File: src/design/htt_pkg.sv
// ----------------------------------------------------------------------------
// Hashed transposition table: shared package
// Table geometry, entry layout, bound flag codes, the Zobrist word ROM and
// the command/status structs between the controller and the datapath.
// ----------------------------------------------------------------------------
package htt_pkg;

  // Table geometry: direct-mapped, indexed by the low hash bits.
  localparam int TABLE_INDEX_BITS = 10;
  localparam int TABLE_ENTRIES    = 1 << TABLE_INDEX_BITS;

  // Field widths.
  localparam int BOARD_W = 64;
  localparam int KEY_W   = 64;
  localparam int DEPTH_W = 7;
  localparam int SCORE_W = 21;
  localparam int MOVE_W  = 7;
  localparam int FLAG_W  = 2;

  // Stream widths, packed from the lowest bit up and padded to whole bytes.
  localparam int IN_DATA_W  = 208;
  localparam int OUT_DATA_W = 32;

  // Entry info layout: score, move, depth, flag.
  localparam int INFO_W    = SCORE_W + MOVE_W + DEPTH_W + FLAG_W;
  localparam int ENTRY_W   = 1 + KEY_W + INFO_W;

  // Bound flag codes.
  localparam logic [FLAG_W-1:0] FLAG_EXACT = 2'd0;
  localparam logic [FLAG_W-1:0] FLAG_ALPHA = 2'd1;
  localparam logic [FLAG_W-1:0] FLAG_BETA  = 2'd2;

  // Operation codes carried on tuser.
  localparam logic OP_LOOKUP = 1'b0;
  localparam logic OP_STORE  = 1'b1;

  // Move code for "no move".
  localparam logic [MOVE_W-1:0] MOVE_NONE = 7'h7F;

  // Zobrist word ROM: xorshift64 with shifts 13, 7 and 17.
  localparam int          HASH_WORD_COUNT = 2 * BOARD_W;
  localparam logic [63:0] HASH_SEED       = 64'd88172645463325252;

  typedef logic [HASH_WORD_COUNT-1:0][KEY_W-1:0] hash_words_t;

  function automatic hash_words_t gen_hash_words();
    logic [63:0] s;
    hash_words_t w;
    s = HASH_SEED;
    for (int i = 0; i < HASH_WORD_COUNT; i++) begin
      s = s ^ (s << 13);
      s = s ^ (s >> 7);
      s = s ^ (s << 17);
      w[i] = s;
    end
    return w;
  endfunction

  localparam hash_words_t HASH_WORDS = gen_hash_words();

  // Zobrist hash: word 2i for a player stone on square i, 2i+1 for the
  // opponent. Each key bit is a parity over a fixed subset of board bits.
  function automatic logic [KEY_W-1:0] zobrist_hash(input logic [BOARD_W-1:0] pb,
                                                     input logic [BOARD_W-1:0] ob);
    logic [KEY_W-1:0] h;
    h = '0;
    for (int i = 0; i < BOARD_W; i++) begin
      if (pb[i]) h = h ^ HASH_WORDS[2*i];
      if (ob[i]) h = h ^ HASH_WORDS[2*i+1];
    end
    return h;
  endfunction

  // Controller to datapath commands.
  typedef struct packed {
    logic clear;   // write one empty entry of the clearing pass
    logic load;    // capture the accepted beat and its hash
    logic read;    // read the entry picked by the captured hash
    logic finish;  // write back a store or register a lookup result
  } htt_cmd_t;

  // Datapath to controller status.
  typedef struct packed {
    logic clear_last;  // clearing pass is on its last entry
    logic is_store;    // captured item is a store
    logic out_free;    // output register can take a result this cycle
  } htt_status_t;

endpackage

File: src/design/htt_ctrl.sv
// ----------------------------------------------------------------------------
// Hashed transposition table: controller
// Sequences the clearing pass after reset, then for each item a table read
// followed by the decide step that writes back a store or emits a result.
// ----------------------------------------------------------------------------
module htt_ctrl
  import htt_pkg::*;
(
  input  logic        clk,
  input  logic        rst,
  input  logic        s_tvalid,
  output logic        s_tready,
  input  htt_status_t status,
  output htt_cmd_t    cmd
);

  typedef enum logic [1:0] {
    S_CLEAR,
    S_IDLE,
    S_READ,
    S_DECIDE
  } state_t;

  state_t state;
  state_t state_next;
  logic   can_finish;
  logic   accept;

  // The decide step completes unless a lookup result finds the output full.
  assign can_finish = status.is_store || status.out_free;

  // A new item enters when idle or as the current one completes.
  assign s_tready = (state == S_IDLE) || ((state == S_DECIDE) && can_finish);
  assign accept   = s_tvalid && s_tready;

  // Commands to the datapath.
  assign cmd.clear  = (state == S_CLEAR);
  assign cmd.load   = accept;
  assign cmd.read   = (state == S_READ);
  assign cmd.finish = (state == S_DECIDE) && can_finish;

  // Next state.
  always_comb begin
    state_next = state;
    unique case (state)
      S_CLEAR: begin
        if (status.clear_last) state_next = S_IDLE;
      end
      S_IDLE: begin
        if (accept) state_next = S_READ;
      end
      S_READ: begin
        state_next = S_DECIDE;
      end
      S_DECIDE: begin
        if (can_finish) state_next = accept ? S_READ : S_IDLE;
      end
      default: begin
        state_next = S_CLEAR;
      end
    endcase
  end

  // State register.
  always_ff @(posedge clk) begin
    if (rst) begin
      state <= S_CLEAR;
    end else begin
      state <= state_next;
    end
  end

endmodule

File: config.mk
export PLATFORM = sky130hd
export DESIGN_NAME = htt_ctrl
export DESIGN_NICKNAME = d
export VERILOG_FILES = /design/src/design/htt_pkg.sv /design/src/design/htt_ctrl.sv
export SDC_FILE = /design/constraint.sdc
export NUM_CORES = 1
export LEC_CHECK = 0
export BUFFER_PORTS_ARGS = -buffer_cell sky130_fd_sc_hd__buf_2
export CAP_MARGIN = 20
export CORE_AREA = 3 3 40 42
export CTS_BUF_LIST = sky130_fd_sc_hd__clkbuf_8
export DETAILED_ROUTE_END_ITERATION = 10
export DIE_AREA = 0 0 43 45
export PLACE_DENSITY = 0.3
export SETUP_SLACK_MARGIN = 0.2
export SYNTH_ARGS = -nofsm -noshare
export SYNTH_HDL_FRONTEND = slang
export SYNTH_SLANG_ARGS = --single-unit
export TNS_END_PERCENT = 100
File: constraint.sdc
create_clock -name clk -period 2.7 [get_ports clk]
set_clock_uncertainty 0.15 [all_clocks]
set_input_delay 0.54 -clock clk [delete_from_list [all_inputs] [get_ports clk]]
set_output_delay 0.54 -clock clk [all_outputs]
set_load 0.005 [all_outputs]
==> summary.txt <==
Routing
  – Final ANT Viol Nets: 0
  – Final WL: 412 um
  – Drt wl/cell: 9.36 um
  – Vias: 153
  – Via-to-Cell Ratio: 3.48
  – Router iterations before antenna repair: 2
  – Initial DRC Count: 1
  – Post-route DRC: 0

Timing
  – Slew headroom: 86.2%
  – Final period utilization: 63.3%
  – Hold slack: 0.354 ns
  – Fin. max-slew vios: 0
  – Worst-Margin Slew: 0.206 ns
  – Setup TNS Final: 0 ns
  – RSZ-0062 raised after global routing: no
  – Final hold violation count: 0
  – Final worst setup slack: 0.991 ns
  – Final min period: 1.71 ns
  – Peak Freq: 0.585 GHz
  – # setup viols final: 0

Hold path
  – Hold WC Path Type: in -> reg

Logic synthesis
  – Avg Cell Area, Syn: 7.43 um^2
  – Number of synthesized register bits: 2
  – Cells after Synth: 17
  – Synth Cell Area: 126 um^2
  – Syn nets: 23
  – Synth cell types: 12
  – Seq/Total Area, Yosys: 31.7%
  – Warnings, synthesis: 0

Layout
  – Regs by FF count: state: 2 flops
  – Max reg flops: 2
  – # diodes: 0
  – Top reg by flops: state
  – Final non-filler cell area: 229 um^2
  – Share of layout cells above drive strength 1: 58.6%
  – Post-layout net count: 37
  – Area Growth Syn to Fin: 81.2%

Floorplanning
  – Ports: 11
  – Std-Cell Rows: 13
  – Full die area: 1940 um^2
  – Initial Util: 9.83%
  – Die Wd: 43 um
  – Die height: 45 um
  – CORE AREA: 1280 um^2

Clock network
  – CTS buffer count: 3
  – Clock buffer depth: 2
  – Clock tree sinks: 2
  – Clock root cell: clkbuf_8
  – Worst-path clk slew: 0.03 ns
  – Clock latency on the worst-skew pair: 0.21 ns
  – Post-CTS Setup Bufs: 0
  – CTS tree: yes
  – Post-CTS sizing: 0
  – H-tree Lvls: 1
  – Hold Buf Count CTS: 0

Power
  – Static Leak: 0.109 nW
  – Final Power: 0.177 mW
  – Worst IR Drop VDD: 0.324 mV
  – PD cells: 774 nW/um^2

GRT
  – Largest net degree at the start of global routing: 7
  – Grt total ovfl: 0
  – Global-route wire length before repair: 662 um
  – Vias in the first global route: 161
  – Initial antenna violation count: 0
  – GRT Util Overall: 5.40%

Place
  – Port Buffer Count: 10
  – GP Congestion: 0.745
  – Pre-CTS setup slack: 0.996 ns
  – Placed cell area: 188 um^2
  – Dpl hpwl: 297 um

Setup path
  – Worst Path Arrival: 1.02 ns
  – Crit Path Max Fanout: 3
  – CP Capture Type: output port
  – Crit start category: input pin
  – Required time worst endpoint: 2.01 ns
  – Critical path type: in -> out

Run
  – Max cap viols: 0

Run status
  – Status: finished clean
## final cells by class
class                      instances  area (um^2)
fill                             155         1060
multi-input combinational         13         75.1
timing repair buffer              10         50.0
clock buffer                       3         41.3
sequential                         2         40.0
tap                               15         18.8
inverter                           1         3.75
## cell usage after synthesis (all sizes together)
| cell type | instances | share of area, % |
|---|---|---|
| a21boi | 1 | 5.9 |
| a21oi | 3 | 15 |
| buf | 1 | 5.9 |
| dfxtp | 2 | 32 |
| inv | 1 | 3.0 |
| nand2 | 2 | 7.9 |
| nor2 | 4 | 14 |
| o21ai | 2 | 7.9 |
| o21bai | 1 | 8.9 |
## final timing paths
path | start | depth (start not counted) | end | slack (ns)
min | rst | 2 | state[1] | 0.35
max | status[0] | 4 | cmd[2] | 0.99
max reg2reg | state[0] | 3 | state[0] | 1.72
min reg2reg | state[1] | 2 | state[1] | 0.37
## worst max-delay path, cell delays in order
cell and delay [ns]:
buf_2 0.11, nor2_2 0.15, a21oi_1 0.09, buf_2 0.13
## stage by stage
step                instances  utilization, %
floorplan                  17               -
CTS                        44            17.8
global placement           41            14.6
detailed placement         41            14.6
finish                     44            17.8
global route               44            17.8
## cells by family after synthesis
kind of cell           share of synthesized area [%]
AO/OA/AOI/OAI                                   37.6
AND/OR/NAND/NOR                                 21.8
flip-flops                                      31.7
buffers and inverters                           8.91
## report_power, final
group,switching (mW),internal (mW)
registers,0.00390,0.0326
clock network,0.0230,0.0942
logic,0.0114,0.0121
## placed cells by master (no fill, tap or decap)
cell / n
a21oi_2: 1
o21ai_1: 2
nor2_2: 1
nand2_2: 1
o21bai_2: 1
nor2_1: 3
inv_1: 1
clkbuf_8: 3
a21oi_1: 2
buf_2: 10
dfxtp_1: 2
a21boi_1: 1
nand2_1: 1
## per-layer routing
metal  track usage, %  wire (um)  part of all wire (%)  vias to the layer above
li1                 -          -                     -                       80
met1             5.02        181                    44                       62
met2             6.89        156                    38                       11
met3             7.17         74                    18                        0
met4             1.81          0                     0                        0
met5                0          0                     0                        -
No activity file was read; power rests on OpenSTA's default activity.
